===== src/blplm_pkg.sv =====
// ============================================================================
// blplm_pkg
// Shared constants, token types and field widths of the block peak level
// meter.
// ============================================================================
package blplm_pkg;

    localparam int SAMPLE_BITS      = 16;
    localparam int DB_FRACTION_BITS = 8;
    localparam int LEVEL_BITS       = 17;
    localparam int LOG2_FRAC_BITS   = 16;

    localparam int EXP_W   = $clog2(SAMPLE_BITS);
    localparam int SH_W    = 5;
    localparam int MANT_W  = 31;
    localparam int SQ_W    = 2 * MANT_W;
    localparam int NEG_W   = EXP_W + LOG2_FRAC_BITS;
    localparam int DB_OCT_W = 19;
    localparam int PROD_W  = NEG_W + DB_OCT_W;
    localparam int RND_SH  = 32 - DB_FRACTION_BITS;
    localparam int MAG_W   = PROD_W + 1 - RND_SH;

    localparam logic [DB_OCT_W-1:0] DB_OCT_Q16 = DB_OCT_W'(394566);
    localparam logic [MAG_W-1:0] SIL_MAG = MAG_W'(160 << DB_FRACTION_BITS);
    localparam logic signed [LEVEL_BITS-1:0] SILENCE_DB =
        LEVEL_BITS'(-(160 << DB_FRACTION_BITS));

    localparam int IN_DATA_W    = ((SAMPLE_BITS + 7) / 8) * 8;
    localparam int OUT_FIELDS_W = 2 * LEVEL_BITS + SAMPLE_BITS;
    localparam int OUT_DATA_W   = ((OUT_FIELDS_W + 7) / 8) * 8;

    typedef enum logic [1:0] {
        K_NONE,
        K_CLEAR,
        K_RESULT
    } t_kind;

    typedef struct packed {
        t_kind                  kind;
        logic [SAMPLE_BITS-1:0] peak;
    } t_blk;

    typedef struct packed {
        t_kind                     kind;
        logic                      zero;
        logic [EXP_W-1:0]          expo;
        logic [LOG2_FRAC_BITS-1:0] frac;
        logic [SAMPLE_BITS-1:0]    peak;
    } t_lg;

endpackage


===== src/blplm_peak.sv =====
// ============================================================================
// blplm_peak
// Tracks the largest sample magnitude of the running block and launches a
// token into the level pipeline at block end or on a clear command.
// ============================================================================
module blplm_peak (
    input  logic                                   i_clk,
    input  logic                                   i_rst_n,
    input  logic                                   i_en,
    input  logic                                   i_valid,
    input  logic                                   i_cmd,
    input  logic signed [blplm_pkg::SAMPLE_BITS-1:0] i_sample,
    input  logic                                   i_last,
    output blplm_pkg::t_blk                        o_blk
);

    logic [blplm_pkg::SAMPLE_BITS-1:0] r_peak, n_peak;
    logic [blplm_pkg::SAMPLE_BITS-1:0] w_mag, w_max;
    blplm_pkg::t_blk                   r_blk, n_blk;

    always_comb begin
        w_mag = i_sample[blplm_pkg::SAMPLE_BITS-1] ?
                blplm_pkg::SAMPLE_BITS'(-i_sample) : blplm_pkg::SAMPLE_BITS'(i_sample);
        w_max = (w_mag > r_peak) ? w_mag : r_peak;
        n_peak     = r_peak;
        n_blk.kind = blplm_pkg::K_NONE;
        n_blk.peak = w_max;
        if (!i_en) begin
            n_blk = r_blk;
        end else if (i_valid) begin
            if (i_cmd) begin
                n_blk.kind = blplm_pkg::K_CLEAR;
            end else if (i_last) begin
                n_blk.kind = blplm_pkg::K_RESULT;
                n_peak     = '0;
            end else begin
                n_peak = w_max;
            end
        end
    end

    always_ff @(posedge i_clk) begin
        if (!i_rst_n) begin
            r_peak     <= '0;
            r_blk.kind <= blplm_pkg::K_NONE;
            r_blk.peak <= '0;
        end else begin
            r_peak <= n_peak;
            r_blk  <= n_blk;
        end
    end

    assign o_blk = r_blk;

endmodule


===== config.mk =====
export PLATFORM = sky130hd
export DESIGN_NAME = blplm_peak
export DESIGN_NICKNAME = d
export VERILOG_FILES = /design/src/blplm_pkg.sv /design/src/blplm_peak.sv
export SDC_FILE = /design/constraint.sdc
export NUM_CORES = 1
export LEC_CHECK = 0
export ABC_AREA = 1
export BUFFER_PORTS_ARGS = -buffer_cell sky130_fd_sc_hd__buf_2
export CORE_MARGIN = 2
export CORE_UTILIZATION = 60
export DETAILED_ROUTE_END_ITERATION = 12
export GPL_ROUTABILITY_DRIVEN = 0
export PLACE_DENSITY = 0.9
export SYNTH_ARGS = -nofsm -noshare
export SYNTH_HDL_FRONTEND = slang
export SYNTH_SLANG_ARGS = --single-unit

===== constraint.sdc =====
create_clock -name i_clk -period 7.7 [get_ports i_clk]
set_clock_uncertainty 0.1 [all_clocks]
set_input_delay 1.54 -clock i_clk [delete_from_list [all_inputs] [get_ports i_clk]]
set_output_delay 1.54 -clock i_clk [all_outputs]
set_load 0.01 [all_outputs]

==> metrics <==
Total Wirelength=5.53 mm; Via-to-Cell Ratio=5.10; Worst setup SP type=primary input; routed len/inst=11.0 um; critical path's slowest cell=nand2_4; Root Buffer=clkbuf_8; CP Capture Type=flip-flop; Synth Cell Area=2580 sq um; # rows=23; layout cells sized above 1=16.3%; post-layout util=69.7%; Hold Crit Class=reg -> reg; largest net degree at the start of global routing=35; Detailed Routing Iterations Pass 1=4; Post-CTS Resized=0; core area=4060 sq um; CP peak stage delay=0.36 ns; number of diodes=0; Worst EP arrival=4.31 ns; Critical Path RT=7.78 ns; Syn Inst Count=423; Antenna Violating Nets Remaining=0; FF/Latch Area=681 sq um; vias in the first global route=2309; All-Layer GR Usage=24.2%; Worst-path clk slew=0.06 ns; Final #Nets=494; Leak Pwr=1.53 nW; Max-Cap Viols=0; DIE HEIGHT=69.5 um; IO buf count=39; post-DP HPWL=4.21 mm; WS Path Type=in -> reg; Peak VDD IR=0.000152 V; area of the multi-input gates=1550 sq um; initial core utilization=63.5%; Final Setup Violations=0; Pins Over Slew Limit=0; DRC violations left=0; DR iter-0 viols=176; Post-CTS Setup Bufs=0; Worst-Margin Slew=0.925 ns; Final WS setup=3.47 ns; Overall Power=0.446 mW; Num CTS Buffers=5; Num Clock Sinks=34; fill count=372; Yosys warnings=0; Netlist cell types=29; CP Cell Sequence=buf_2, inv_1, ha_1, nand3_1, o21ai_2, nand2_1, nand2_1, nand2_1, ha_1, nand4_2, nor3_4, nand3_2, nand2_4, nand2_1, nand2_1, nand2_1, nand2_1, inv_1; Clock Tree Buf Depth=2; grt ovf=0; antenna violations before repair=0; power per cell area=158 nW/um^2; Seq cells post-synth=34; Final Hold Fails=0; DP Worst Slack=3.23 ns; first-pass GRT wire length=9.80 mm; finished layout cell area=2830 sq um; Die ar.=4830 sq um; post-route clock period utilization=54.9%; register area share after synthesis=26.4%; num ports=40; # hold bufs at CTS=0; FMAX=0.236 GHz; via count=2576; die width=69.5 um; most frequent CP cell=nand2_1; syn_area_per_cell=6.09 sq um; Final min period=4.23 ns; maximum level of the CTS H-tree=2; status=completed; RSZ-0062 raised after global routing=false; sum of negative setup slack=0 ns; relative slew slack=37.9%; syn_nets=462; crit-path max FO=17; P&R area growth vs syn=9.71%; Placement Cell Area=2750 sq um; Clock Latency Late Sink=0.28 ns; CTS tree=yes
power breakdown:
part	internal, mW	leakage (nW)	switching, mW
registers	0.186	0.279	0.00488
clock network	0.0621	0.0383	0.0565
logic	0.0479	1.22	0.0883
total	0.296	1.53	0.150
cell usage after synthesis:
cell type	count	area, sq um
nand3b_1	2	15.0
nor2_2	4	25.0
nor3_4	1	16.3
o21ai_1	1	5.00
clkinv_1	1	3.75
nor3_1	1	5.00
buf_2	6	30.0
o21ai_2	2	17.5
a21oi_2	3	26.3
inv_1	68	255
nand3_2	2	20.0
buf_12	1	20.0
nand2_2	10	62.6
inv_2	2	7.51
xor2_1	4	35.0
nor2_4	1	11.3
o21ai_0	5	25.0
o211ai_1	1	7.51
nand4_2	1	12.5
nor2_1	49	184
nand2_1	131	492
nand3_1	43	215
a21oi_1	21	105
nand2_4	4	45.0
dfxtp_1	34	681
clkbuf_1	5	18.8
ha_1	17	213
a21o_1	1	7.51
buf_4	2	15.0
through the flow:
stage,hold WS (ns),std cells
after floorplan,0.345,423
after global placement,0.352,498
after detailed placement,0.355,498
after CTS,0.365,505
after global routing,0.376,505
final,0.366,505
flip-flops by register name (all words and copies together) (netlist names):
| register | cells |
|---|---|
| o_blk | 18 |
| r_peak | 16 |
kinds of logic (layout without fill, tap and decap cells):
kind of cell	after synthesis	after routing	synth area share (%)
compound gates	34	34	7.53
xor+xnor	4	4	1.36
fa+ha+maj	17	17	8.26
buf+inv	85	117	13.6
flops	34	34	26.4
simple gates	249	249	42.8
area by class of cell:
| type | count | area share, % |
|---|---|---|
| multi-input cells | 304 | 54.7 |
| flip-flops and latches | 34 | 24.1 |
| inverters | 71 | 9.43 |
| repair buffers | 39 | 6.91 |
| clock buffers | 7 | 2.70 |
| well taps | 50 | 2.21 |
routing by layer:
metal  wire [um]  vias up  global-route usage (%)  part of all wire, %
met2        2860       40                    44.4                   52
met3         162       11                    4.80                  2.9
li1            -     1356                       -                    -
met4          76        0                    5.45                  1.4
met1        2430     1169                    28.9                   44
met5           0        -                       0                    0
path summary, 6_finish.rpt:
check	start	end	slack, ns	cells after the start
setup / recovery	i_sample[0]	o_blk[10]	3.47	18
hold / removal	r_peak[4]	r_peak[4]	0.37	2
setup reg to reg	r_peak[11]	o_blk[10]	5.40	11
hold reg to reg	r_peak[4]	r_peak[4]	0.37	2
layout by cell type, fill, tap and decap left out:
cell / instances
nand2_2: 10
a21oi_2: 3
xor2_1: 4
nor3_1: 1
nor2_2: 4
clkinv_1: 1
o21ai_2: 2
a21o_1: 1
dfxtp_1: 34
clkbuf_8: 5
inv_2: 2
nor2_1: 49
o211ai_1: 1
nand4_2: 1
o21ai_1: 1
nand2_4: 4
nor2_4: 1
nand2_1: 131
clkbuf_1: 2
buf_2: 39
ha_1: 17
nand3_1: 43
nor3_4: 1
o21ai_0: 5
a21oi_1: 21
inv_1: 68
nand3_2: 2
nand3b_1: 2
critical path: cells and delay by family:
family          cells  cell delay [ns]
compound gates      1             0.27
buf+inv             3             0.26
simple gates       12             1.70
fa+ha+maj           2             0.52
No activity file was read; power rests on OpenSTA's default activity.
