[config.mk]
export PLATFORM = sky130hd
export DESIGN_NAME = blplm_db
export DESIGN_NICKNAME = d
export VERILOG_FILES = /design/src/blplm_pkg.sv /design/src/blplm_db.sv
export SDC_FILE = /design/constraint.sdc
export NUM_CORES = 1
export LEC_CHECK = 0
export ABC_AREA = 1
export BUFFER_PORTS_ARGS = -buffer_cell sky130_fd_sc_hd__buf_2
export CORE_MARGIN = 3
export CORE_UTILIZATION = 50
export DETAILED_ROUTE_END_ITERATION = 8
export PLACE_DENSITY_LB_ADDON = 0.25
export SLEW_MARGIN = 20
export SYNTH_ARGS = -nofsm -noshare
export SYNTH_HDL_FRONTEND = slang
export SYNTH_SLANG_ARGS = --single-unit
export TNS_END_PERCENT = 5
[constraint.sdc]
create_clock -name i_clk -period 17.2 [get_ports i_clk]
set_clock_uncertainty 0.05 [all_clocks]
set_input_delay 3.44 -clock i_clk [delete_from_list [all_inputs] [get_ports i_clk]]
set_output_delay 3.44 -clock i_clk [all_outputs]
set_load 0.01 [all_outputs]
[src/blplm_pkg.sv]
// ============================================================================
// blplm_pkg
// Shared constants, token types and field widths of the block peak level
// meter.
// ============================================================================
package blplm_pkg;

    localparam int SAMPLE_BITS      = 16;
    localparam int DB_FRACTION_BITS = 8;
    localparam int LEVEL_BITS       = 17;
    localparam int LOG2_FRAC_BITS   = 16;

    localparam int EXP_W   = $clog2(SAMPLE_BITS);
    localparam int SH_W    = 5;
    localparam int MANT_W  = 31;
    localparam int SQ_W    = 2 * MANT_W;
    localparam int NEG_W   = EXP_W + LOG2_FRAC_BITS;
    localparam int DB_OCT_W = 19;
    localparam int PROD_W  = NEG_W + DB_OCT_W;
    localparam int RND_SH  = 32 - DB_FRACTION_BITS;
    localparam int MAG_W   = PROD_W + 1 - RND_SH;

    localparam logic [DB_OCT_W-1:0] DB_OCT_Q16 = DB_OCT_W'(394566);
    localparam logic [MAG_W-1:0] SIL_MAG = MAG_W'(160 << DB_FRACTION_BITS);
    localparam logic signed [LEVEL_BITS-1:0] SILENCE_DB =
        LEVEL_BITS'(-(160 << DB_FRACTION_BITS));

    localparam int IN_DATA_W    = ((SAMPLE_BITS + 7) / 8) * 8;
    localparam int OUT_FIELDS_W = 2 * LEVEL_BITS + SAMPLE_BITS;
    localparam int OUT_DATA_W   = ((OUT_FIELDS_W + 7) / 8) * 8;

    typedef enum logic [1:0] {
        K_NONE,
        K_CLEAR,
        K_RESULT
    } t_kind;

    typedef struct packed {
        t_kind                  kind;
        logic [SAMPLE_BITS-1:0] peak;
    } t_blk;

    typedef struct packed {
        t_kind                     kind;
        logic                      zero;
        logic [EXP_W-1:0]          expo;
        logic [LOG2_FRAC_BITS-1:0] frac;
        logic [SAMPLE_BITS-1:0]    peak;
    } t_lg;

endpackage

[src/blplm_db.sv]
// ============================================================================
// blplm_db
// Scales the base-2 logarithm to dBFS, keeps the maximum hold level and
// holds the result in the output register.
// ============================================================================
module blplm_db (
    input  logic                                     i_clk,
    input  logic                                     i_rst_n,
    input  blplm_pkg::t_lg                           i_lg,
    input  logic                                     i_tready,
    output logic                                     o_en,
    output logic                                     o_valid,
    output logic signed [blplm_pkg::LEVEL_BITS-1:0]  o_current_db,
    output logic signed [blplm_pkg::LEVEL_BITS-1:0]  o_max_db,
    output logic [blplm_pkg::SAMPLE_BITS-1:0]        o_peak
);

    blplm_pkg::t_kind                         r_kind;
    logic                                     r_zero;
    logic [blplm_pkg::PROD_W-1:0]             r_prod;
    logic [blplm_pkg::SAMPLE_BITS-1:0]        r_peak;
    logic signed [blplm_pkg::LEVEL_BITS-1:0]  r_max;
    logic                                     r_out_valid;
    logic signed [blplm_pkg::LEVEL_BITS-1:0]  r_out_cur;
    logic signed [blplm_pkg::LEVEL_BITS-1:0]  r_out_max;
    logic [blplm_pkg::SAMPLE_BITS-1:0]        r_out_peak;

    logic                                     w_en;
    logic [blplm_pkg::EXP_W-1:0]              w_oct;
    logic [blplm_pkg::NEG_W-1:0]              w_neg;
    logic [blplm_pkg::PROD_W-1:0]             w_prod;
    logic [blplm_pkg::PROD_W:0]               w_rnd;
    logic [blplm_pkg::MAG_W-1:0]              w_mag;
    logic signed [blplm_pkg::LEVEL_BITS-1:0]  w_level;
    logic signed [blplm_pkg::LEVEL_BITS-1:0]  w_newmax;

    always_comb begin
        w_en   = (r_kind != blplm_pkg::K_RESULT) || !r_out_valid || i_tready;
        w_oct  = blplm_pkg::EXP_W'(blplm_pkg::SAMPLE_BITS - 1) - i_lg.expo;
        w_neg  = {w_oct, blplm_pkg::LOG2_FRAC_BITS'(0)} - blplm_pkg::NEG_W'(i_lg.frac);
        w_prod = blplm_pkg::PROD_W'(w_neg) * blplm_pkg::PROD_W'(blplm_pkg::DB_OCT_Q16);
        w_rnd  = (blplm_pkg::PROD_W + 1)'(r_prod)
               + (blplm_pkg::PROD_W + 1)'(1 << (31 - blplm_pkg::DB_FRACTION_BITS));
        w_mag  = w_rnd[blplm_pkg::PROD_W:blplm_pkg::RND_SH];
        if (r_zero || (w_mag > blplm_pkg::SIL_MAG)) begin
            w_level = blplm_pkg::SILENCE_DB;
        end else begin
            w_level = blplm_pkg::LEVEL_BITS'(0) - blplm_pkg::LEVEL_BITS'(w_mag);
        end
        w_newmax = (w_level > r_max) ? w_level : r_max;
    end

    always_ff @(posedge i_clk) begin
        if (!i_rst_n) begin
            r_kind      <= blplm_pkg::K_NONE;
            r_max       <= blplm_pkg::SILENCE_DB;
            r_out_valid <= 1'b0;
        end else begin
            if (w_en) begin
                r_kind <= i_lg.kind;
                r_zero <= i_lg.zero;
                r_prod <= w_prod;
                r_peak <= i_lg.peak;
                if (r_kind == blplm_pkg::K_CLEAR) begin
                    r_max <= blplm_pkg::SILENCE_DB;
                end else if (r_kind == blplm_pkg::K_RESULT) begin
                    r_max      <= w_newmax;
                    r_out_cur  <= w_level;
                    r_out_max  <= w_newmax;
                    r_out_peak <= r_peak;
                end
            end
            if (w_en && (r_kind == blplm_pkg::K_RESULT)) begin
                r_out_valid <= 1'b1;
            end else if (i_tready) begin
                r_out_valid <= 1'b0;
            end
        end
    end

    assign o_en         = w_en;
    assign o_valid      = r_out_valid;
    assign o_current_db = r_out_cur;
    assign o_max_db     = r_out_max;
    assign o_peak       = r_out_peak;

`ifndef SYNTH
    a_max_not_below_cur: assert property (@(posedge i_clk) disable iff (!i_rst_n)
        r_out_valid |-> (r_out_max >= r_out_cur))
        else $error("held maximum is below the current level");

    a_level_range: assert property (@(posedge i_clk) disable iff (!i_rst_n)
        r_out_valid |-> ((r_out_cur <= 0) && (r_out_cur >= blplm_pkg::SILENCE_DB)))
        else $error("current level out of range");

    a_clear_max: assert property (@(posedge i_clk) disable iff (!i_rst_n)
        (w_en && (r_kind == blplm_pkg::K_CLEAR)) |=> (r_max == blplm_pkg::SILENCE_DB))
        else $error("clear did not reset the held maximum");

    a_silent_block: assert property (@(posedge i_clk) disable iff (!i_rst_n)
        (r_out_valid && (r_out_peak == '0)) |-> (r_out_cur == blplm_pkg::SILENCE_DB))
        else $error("silent block does not report silence");
`endif

endmodule

==> results of run 1 <==
==> metrics by stage <==
step                      setup WS (ns)  power, uW  hold WS (ns)  cells
after floorplan                   8.096       1303        0.3503   1239
after global placement            7.681       1613        0.3501   1595
after detailed placement          7.665       1628        0.3545   1595
after CTS                         8.016       1842        0.3719   1611
after global routing              7.437       2027        0.3822   1611
final                             8.012       1833        0.3711   1611
==> synthesized netlist by cell type (2+ instances only) <==
master and instances:
o21ai_0 31, nor3_2 2, a21o_1 6, nand2_2 13
ha_1 181, nor3_1 8, nand2_1 195, nor4_1 5
inv_2 7, o21ai_1 7, a31oi_1 4, inv_1 260
or2_2 4, buf_2 2, nand3_1 66, dfxtp_1 20
xor2_1 34, a221oi_1 2, nor2_4 10, and3_1 2
clkbuf_1 5, and2_1 16, nand3_2 15, fa_1 63
xnor2_1 10, nor2_2 6, nand2_4 2, a21oi_1 58
nand4_1 11, nand3b_1 2, edfxtp_1 83, nor2_1 88
o21bai_1 6
==> sequential cells by signal, summed over array words and instances, names as in the netlist <==
signal,flops
r_peak,16
o_peak,16
o_current_db,17
o_valid,1
r_kind,2
r_prod,16
o_max_db,17
r_zero,1
r_max,17
==> layer usage <==
metal	up-vias	global-route usage, %	wire length, um
met4	0	5.822	531
met2	175	39.18	12670
met5	-	0	0
met1	3904	24.98	10000
met3	33	1.988	788
li1	4197	-	-
==> critical path, delay by kind of cell <==
family / cells / cell delay [ns]
and+or+nand+nor: 12 / 1.71
adders and majority gates: 7 / 2.69
xor gates and xnor gates: 2 / 0.29
buffers and inverters: 7 / 0.68
AOI/OAI and AO/OA: 2 / 0.37
==> logic make-up (layout without fill, tap and decap cells) <==
| logic type | count (synthesis) | in the layout | share of synthesized area [%] |
|---|---|---|---|
| buffers and inverters | 277 | 379 | 9.866 |
| adder cells (fa/ha/maj) | 244 | 244 | 32.94 |
| flip-flops | 103 | 103 | 27.03 |
| AO/OA/AOI/OAI | 119 | 119 | 6.102 |
| AND/OR/NAND/NOR | 451 | 451 | 20.21 |
| XOR/XNOR | 45 | 45 | 3.857 |
==> placed cells by master, fill, tap and decap left out, drive strengths merged <==
master / n
a211oi: 1
a21boi: 1
a21o: 6
a21oi: 59
a221oi: 2
a31oi: 4
a41oi: 1
and2: 16
and3: 2
buf: 94
bufinv: 1
clkbuf: 10
clkinv: 3
clkinvlp: 1
dfxtp: 20
edfxtp: 83
fa: 63
ha: 181
inv: 270
nand2: 210
nand3: 81
nand3b: 2
nand4: 12
nor2: 104
nor3: 10
nor3b: 1
nor4: 6
o211ai: 1
o21ai: 38
o21bai: 6
or2: 7
xnor2: 10
xor2: 35
==> area by class of cell <==
class | count | area [um^2] | share of cell area [%]
repair buffers | 94 | 473.0 | 4.011
multi-input cells | 859 | 6769 | 57.41
clock buffers | 10 | 229.0 | 1.942
clock inverters | 6 | 77.57 | 0.6579
well taps | 270 | 337.8 | 2.865
inverters | 269 | 1012 | 8.584
flip-flops and latches | 103 | 2893 | 24.53
==> power groups by stage <==
| stage | clock network, uW | logic [uW] | registers [uW] |
|---|---|---|---|
| floorplan | 0 | 932 | 371 |
| global placement | 0 | 1240 | 372 |
| detailed placement | 0 | 1250 | 374 |
| CTS | 213 | 1260 | 368 |
| global route | 221 | 1430 | 374 |
| finish | 210 | 1250 | 369 |
==> how the worst min path moves through the flow <==
stage                             start             endpoint  slack, ns  cells after the start
floorplan           r_peak[0]$_DFFE_PP_  o_peak[0]$_DFFE_PP_       0.35                      0
global placement    r_peak[7]$_DFFE_PP_  o_peak[7]$_DFFE_PP_       0.35                      0
detailed placement  r_peak[0]$_DFFE_PP_  o_peak[0]$_DFFE_PP_       0.35                      0
CTS                 r_peak[0]$_DFFE_PP_  o_peak[0]$_DFFE_PP_       0.37                      0
global route        r_peak[1]$_DFFE_PP_  o_peak[1]$_DFFE_PP_       0.38                      0
finish              r_peak[0]$_DFFE_PP_  o_peak[0]$_DFFE_PP_       0.37                      0
==> run_results.csv, run 1 <==
group,metric,value,unit
grt,antenna_found_initial,0,
critical_path,slowest_delay,0.54,ns
grt,grt_pass1_vias,8251,
grt,grt_overflow,0,
placement,dpl-instance-area,11480,um^2
critical_path,arrival,9.22,ns
synthesis,synth_top_area_share,23.28,%
clocking,post_cts_resized,0,
pwr,seqPwrFrac,20.1,%
layout,fin_nets,1622,
synthesis,yosysWarnings,0,
critical_path,crit_start,"i_lg[16]",
grt,grt_pass1_wl,39690,um
sta,finalCriticalPeriod,9.188,ns
layout,num_antenna_cells,0,
clocking,clock_sinks,103,
clocking,clkTransAtPathRegs,0.07,ns
critical_path,r2r_start,"r_prod[23]$_DFFE_PP_",
clocking,numCtsBuffers,9,
routing,drtPass1Iterations,5,
synthesis,synth_seq_area_share,27.03,%
sta,max_slew.worst_pin.slew,1.109,ns
layout,fillers,1899,
placement,dpl.hpwl,20550,um
critical_path,r2r_end,"o_max_db[14]$_DFFE_PP_",
synthesis,synth_edf_count,83,
pwr,leakage,0.006005,uW
clocking,cts_tree,"built",
sta,finalSetupTns,0,ns
floorplanning,rows,52,
synthesis,yosysUniqueCellTypes,48,
synthesis,synth_area_leader_cell,"edfxtp_1",
routing,antenna_left,0,
synthesis,synth_area,10700,um^2
clocking,cts_setup_buffers,0,
pwr,p_clk_share,11.4,%
floorplanning,fp.coreArea,20620,um^2
critical_path,reg2reg_slack,12.28,ns
clocking,clock_tree.root_cell,"clkbuf_16",
critical_path,worstSetupEndpointType,"register",
floorplanning,dieHeight,152.3,um
critical_path,worstSetupStartpointType,"input port",
critical_path,endpoint,"r_prod[32]$_DFFE_PP_",
sta,max-slew-margin-rel,25.78,%
routing,vias,8309,
floorplanning,io_pins,94,
pwr,comb_power_share,68.4,%
sta,finalSetupViolations,0,
grt,grt_max_degree,51,
synthesis,async_flop_share,0,%
critical_path,critical_path.max_fanout,8,
outcome,status,"completed",
floorplanning,start_util,51.90,%
critical_path,critPathKind,"in -> reg",
routing,drtIter0Drc,347,
layout,utilization,57.17,%
synthesis,synthFlopType,"edfxtp_1",
routing,wl_per_cell,14.89,um
sta,min_period_over_period,53.42,%
synthesis,synth.area.top_cells,"edfxtp_1, ha_1, fa_1",
layout,design_area,11790,um^2
pwr,p_sw_share,50.03,%
synthesis,avgSynthCellArea,8.639,um^2
floorplanning,die_area,23200,um^2
synthesis,synth-seq-cells,103,
clocking,clk_latency,0.35,ns
pwr,intPower,915.7,uW
floorplanning,die_w,152.3,um
placement,numPortBuffers,93,
pwr,ir_drop,0.1101,mV
min_path,hp-class,"reg -> reg",
clocking,ctsHoldBuffers,0,
clocking,clockBufferDepth,2,
placement,gp_congestion,0.8993,
grt,track_usage,20.72,%
critical_path,cp.required,17.23,ns
layout,drive_gt1_share,13.12,%
sta,report.final.slew_viol_count,0,
critical_path,cpMostUsedCell,"inv_1",
routing,routed_wl,23990,um
sta,hold_viol,0,
synthesis,syn_nets,1525,
pwr,power_density,155.4,nW/um^2
flow_run,cap_violations,0,
sta,fmax,108.8,MHz
clocking,cts.htree.levels,3,
sta,rsz0062_at_grt,"false",
routing,drc,0,
pwr,p_sw,916.8,uW
synthesis,syn_inst,1239,
routing,viasPerCell,5.158,
critical_path,worst_path_max_delay_cell,"fa_1",
layout,syn_to_final_growth,10.16,%
critical_path,rr_worst_depth,19,
(Power assumes the default switching activity.)
==> run 2, diff against run 1 <==
==> constraint.sdc (replaced) <==
create_clock -name i_clk -period 9.6 [get_ports i_clk]
set_clock_uncertainty 0.05 [all_clocks]
set_input_delay 1.92 -clock i_clk [delete_from_list [all_inputs] [get_ports i_clk]]
set_output_delay 1.92 -clock i_clk [all_outputs]
set_load 0.01 [all_outputs]
==> run 2 against run 1 <==
  * Power up 78%
  * Register-to-register slack got worse by 7.6 ns
  * Sequential cell count stayed put
  * Via count fell by 1.3%
  * Critical path depth did not move
  * Critical path type unchanged
  * Largest cell class unchanged
  * Largest power group unchanged
==> run_results.csv, run 2 (synthesis gave the netlist of run 1 again) <==
group,metric,value,unit
clocking,cts_tree,"built",
routing,antenna_left,0,
sta,hold_viol,0,
sta,finalCriticalPeriod,7.762,ns
grt,grt_pass1_wl,39250,um
critical_path,rr_worst_depth,19,
floorplanning,io_pins,94,
layout,layout_commonest_cell,"inv_1",
grt,grt_max_degree,51,
placement,dpl.hpwl,20490,um
layout,final_cell_mix,"inv_1, nand2_1, ha_1, buf_2, nor2_1",
grt,grt_overflow,0,
grt,antenna_found_initial,0,
pwr,power_density,276.6,nW/um^2
placement,dpl-instance-area,11480,um^2
layout,num_antenna_cells,0,
floorplanning,fp.coreArea,20620,um^2
critical_path,worstSetupEndpointType,"register",
critical_path,cpMostUsedCell,"inv_1",
routing,viasPerCell,5.091,
placement,numPortBuffers,93,
routing,vias,8202,
critical_path,worstSetupStartpointType,"input port",
routing,routed_wl,23630,um
critical_path,crit_buf_inv,7,
outcome,status,"completed",
routing,wl_per_cell,14.67,um
min_path,hp-class,"reg -> reg",
grt,grt_pass1_vias,8128,
floorplanning,rows,52,
sta,report.final.slew_viol_count,0,
sta,fmax,128.8,MHz
critical_path,arrival,7.80,ns
clocking,clk_latency,0.34,ns
clocking,cts.htree.levels,3,
critical_path,worst_path_max_delay_cell,"fa_1",
placement,gp_congestion,0.8988,
critical_path,cp.required,9.63,ns
layout,multi_input_comb_area,6771,um^2
layout,drive_gt1_share,13.20,%
clocking,clock_tree.root_cell,"clkbuf_16",
layout,utilization,57.18,%
sta,max_slew.worst_pin.slew,0.8954,ns
pwr,ir_drop,0.1889,mV
clocking,clkTransAtPathRegs,0.07,ns
clocking,clockBufferDepth,2,
critical_path,crit_cells,30,
critical_path,slowest_delay,0.54,ns
floorplanning,die_area,23200,um^2
min_path,worstHoldPathCells,0,
flow_run,cap_violations,0,
clocking,clock_sinks,103,
grt,track_usage,20.61,%
layout,regArea,2893,um^2
layout,fillers,1857,
layout,design_area,11790,um^2
routing,drc,0,
pwr,leakage,0.006005,uW
floorplanning,start_util,51.90,%
routing,drtIter0Drc,309,
floorplanning,dieHeight,152.3,um
sta,min_period_over_period,80.86,%
critical_path,path_delay_family,"adder cells",
sta,rsz0062_at_grt,"false",
critical_path,critical_path.max_fanout,8,
clocking,ctsHoldBuffers,0,
floorplanning,die_w,152.3,um
critical_path,critPathKind,"in -> reg",
sta,finalSetupViolations,0,
sta,max-slew-margin-rel,40.16,%
layout,syn_to_final_growth,10.18,%
layout,fin_nets,1622,
routing,drtPass1Iterations,5,
clocking,numCtsBuffers,9,
clocking,post_cts_resized,0,
sta,finalSetupTns,0,ns
clocking,cts_setup_buffers,0,
## run 2: cell count changes in the layout (fill, tap and decap cells not counted)
cell and delta:
nor2_1 -1, nor2_2 +1
## run 2: layer usage
metal | track usage [%] | share of wire (%)
met1 | 25.02 | 41
met2 | 37.62 | 51
met3 | 2.329 | 4.1
met4 | 7.620 | 3.4
met5 | 0 | 0
## run 2: final cells by class
cell class | instances | share of cell area (%)
Multi-Input combinational cell | 859 | 57.42
Clock buffer | 10 | 1.941
Tap cell | 270 | 2.864
Sequential cell | 103 | 24.53
Timing Repair Buffer | 94 | 4.010
Clock inverter | 6 | 0.6578
Inverter | 269 | 8.583
## run 2: metrics by stage
step | hold slack (ns) | setup slack [ns] | total power [uW] | instances
finish | 0.3707 | 1.838 | 3262 | 1611
global route | 0.3816 | 1.285 | 3631 | 1611
CTS | 0.3712 | 1.866 | 3290 | 1611
detailed placement | 0.3545 | 1.523 | 2912 | 1595
global placement | 0.3501 | 1.600 | 2889 | 1595
floorplan | 0.3503 | 2.016 | 2334 | 1239
## run 2: worst paths after layout
path / startpoint / endpoint / slack (ns)
worst max-delay path: i_lg[16] / r_prod[36]$_DFFE_PP_ / 1.84
worst min-delay path: r_peak[0]$_DFFE_PP_ / o_peak[0]$_DFFE_PP_ / 0.37
worst max register to register: r_prod[23]$_DFFE_PP_ / o_max_db[14]$_DFFE_PP_ / 4.71
worst min register to register: r_peak[0]$_DFFE_PP_ / o_peak[0]$_DFFE_PP_ / 0.37
## run 2: report_power, final
group / switching [uW] / leakage [uW] / total [uW] / internal (uW)
clock: 165 / 0.000147 / 372 / 207
combinational: 1410 / 0.00491 / 2230 / 819
sequential: 45.1 / 0.000944 / 659 / 614
## run 2: worst reg2reg max path: stages, from the launching register on
cell,delay [ns]
edfxtp_1,0.39
ha_1,0.25
nand2_1,0.13
nor2_1,0.24
nand3_1,0.13
nand2_1,0.09
nand2_1,0.12
inv_1,0.12
nand2_1,0.08
nor2_1,0.12
nand4_1,0.25
ha_1,0.42
a21oi_1,0.15
o21ai_1,0.07
a31oi_1,0.19
nand4_1,0.62
nand2_1,0.82
inv_1,0.18
nand2_1,0.12
nand2_1,0.10
==> run 3, diff against run 2 <==
==> constraint.sdc (replaced) <==
create_clock -name i_clk -period 6.9 [get_ports i_clk]
set_clock_uncertainty 0.05 [all_clocks]
set_input_delay 1.38 -clock i_clk [delete_from_list [all_inputs] [get_ports i_clk]]
set_output_delay 1.38 -clock i_clk [all_outputs]
set_load 0.01 [all_outputs]
==> run 3 against run 2 <==
  * Final area up 5.3%
  * Global-route usage increased by 0.31 points
  * Non-clock buffer count up 68
  * Critical path type unchanged
  * Register-to-register slack worse by 2.8 ns
  * Hold slack better by 0.0035 ns
  * Power rose by 54%
  * Setup slack got worse by 1.5 ns
==> run_results.csv, run 3 (synthesis gave the netlist of run 1 again) <==
group,metric,value,unit
outcome,status,"completed",
pwr,leakage,0.006349,uW
routing,drtIter0Drc,347,
sta,min_period_over_period,94.92,%
sta,hold_viol,0,
floorplanning,fp.coreArea,20620,um^2
layout,drive_gt1_share,18.45,%
routing,drtPass1Iterations,5,
floorplanning,dieHeight,152.3,um
critical_path,worstSetupEndpointType,"register",
floorplanning,die_area,23200,um^2
clocking,clock_tree.root_cell,"clkbuf_16",
grt,track_usage,20.92,%
critical_path,cpMostUsedCell,"inv_1",
critical_path,worst_path_max_delay_cell,"fa_1",
critical_path,slowest_delay,0.56,ns
layout,fin_nets,1690,
critical_path,critPathKind,"in -> reg",
routing,antenna_left,0,
clocking,cts.htree.levels,3,
placement,dpl.hpwl,20850,um
critical_path,cp.required,6.95,ns
critical_path,r2r_start,"r_prod[23]$_DFFE_PP_",
critical_path,crit_start,"i_lg[16]",
layout,fillers,1840,
sta,setup_slack,0.3506,ns
placement,numPortBuffers,93,
grt,grt_pass1_vias,8350,
floorplanning,io_pins,94,
clocking,numCtsBuffers,9,
critical_path,arrival,6.60,ns
sta,rsz0062_at_grt,"false",
routing,drc,0,
clocking,clock_sinks,103,
grt,grt_max_degree,51,
flow_run,cap_violations,0,
grt,antenna_found_initial,0,
placement,gp_congestion,0.8880,
layout,layout_commonest_cell,"inv_1",
placement,dpl-instance-area,12000,um^2
sta,finalSetupTns,0,ns
clocking,cts_setup_buffers,0,
critical_path,reg2reg_slack,1.93,ns
grt,grt_pass1_wl,40050,um
layout,final_cell_mix,"inv_1, nand2_1, ha_1, buf_2, nor2_1",
floorplanning,die_w,152.3,um
floorplanning,rows,52,
min_path,hp-class,"reg -> reg",
layout,utilization,60.23,%
layout,design_area,12420,um^2
routing,viasPerCell,5.048,
floorplanning,start_util,51.90,%
sta,max-slew-margin-rel,39.43,%
routing,routed_wl,24290,um
clocking,post_cts_resized,0,
routing,wl_per_cell,14.46,um
critical_path,critical_path.max_fanout,4,
routing,vias,8476,
clocking,cts_tree,"built",
placement,pre_cts_slack,-0.2439,ns
sta,fmax,152.7,MHz
grt,grt_overflow,0,
min_path,hp-start,"r_peak[9]$_DFFE_PP_",
clocking,ctsHoldBuffers,0,
sta,whs,0.3742,ns
layout,num_antenna_cells,0,
sta,max_slew.worst_pin.slew,0.9064,ns
critical_path,worstSetupStartpointType,"input port",
sta,report.final.slew_viol_count,0,
sta,finalSetupViolations,0,
clocking,clockBufferDepth,2,
layout,syn_to_final_growth,16.06,%
clocking,clk_latency,0.35,ns
clocking,clkTransAtPathRegs,0.07,ns
pwr,power_density,404.6,nW/um^2
pwr,ir_drop,0.3216,mV
sta,finalCriticalPeriod,6.549,ns
## run 3: cell types whose count changed in the layout (fill, tap and decap cells not counted), moves of 3 or more
cell and delta:
xor2_1 -3, ha_1 -3, o21ai_0 -6, ha_4 +3, a21oi_2 +5, xor2_2 +3, buf_4 +68, o21ai_1 +6
a21oi_1 -5
## run 3: through the flow
step                      cells  total power [uW]
after CTS                  1679              4888
after detailed placement   1663              4354
after global placement     1663              4304
after global routing       1679              5527
final                      1679              5026
after floorplan            1239              3247
## run 3: worst paths after layout
path                                 end  cells after the start
setup / recovery    r_prod[37]$_DFFE_PP_                     31
hold / removal       o_peak[9]$_DFFE_PP_                      0
hold reg to reg      o_peak[9]$_DFFE_PP_                      0
setup reg to reg  o_max_db[14]$_DFFE_PP_                     22
## run 3: layer usage
metal | GRT usage (%) | share of wire [%] | vias up
met2 | 39.06 | 52 | 188
met1 | 24.89 | 42 | 3913
met4 | 7.534 | 3.2 | 0
li1 | - | - | 4324
met5 | 0 | 0 | -
met3 | 2.130 | 3.4 | 51
## run 3: power breakdown
group          switching, uW  leakage, uW  total [uW]  internal [uW]
Combinational           2130      0.00526        3590           1470
Sequential              62.8     0.000944         918            855
Clock                    229     0.000143         515            285
## run 3: final cells by class
cell class,instances,area (um^2),share of cell area [%]
Inverter,269,1012,8.148
Clock inverter,7,80.08,0.6446
Sequential cell,103,2893,23.29
Timing Repair Buffer,162,983.4,7.916
Multi-Input combinational cell,859,6892,55.47
Tap cell,270,337.8,2.719
Clock buffer,9,225.2,1.813
## run 3: critical path, delay by kind of cell
kind / cells / cell delay (ns)
xor+xnor: 2 / 0.23
fa+ha+maj: 7 / 2.64
compound gates: 5 / 0.78
simple gates: 10 / 0.98
buf+inv: 7 / 0.58
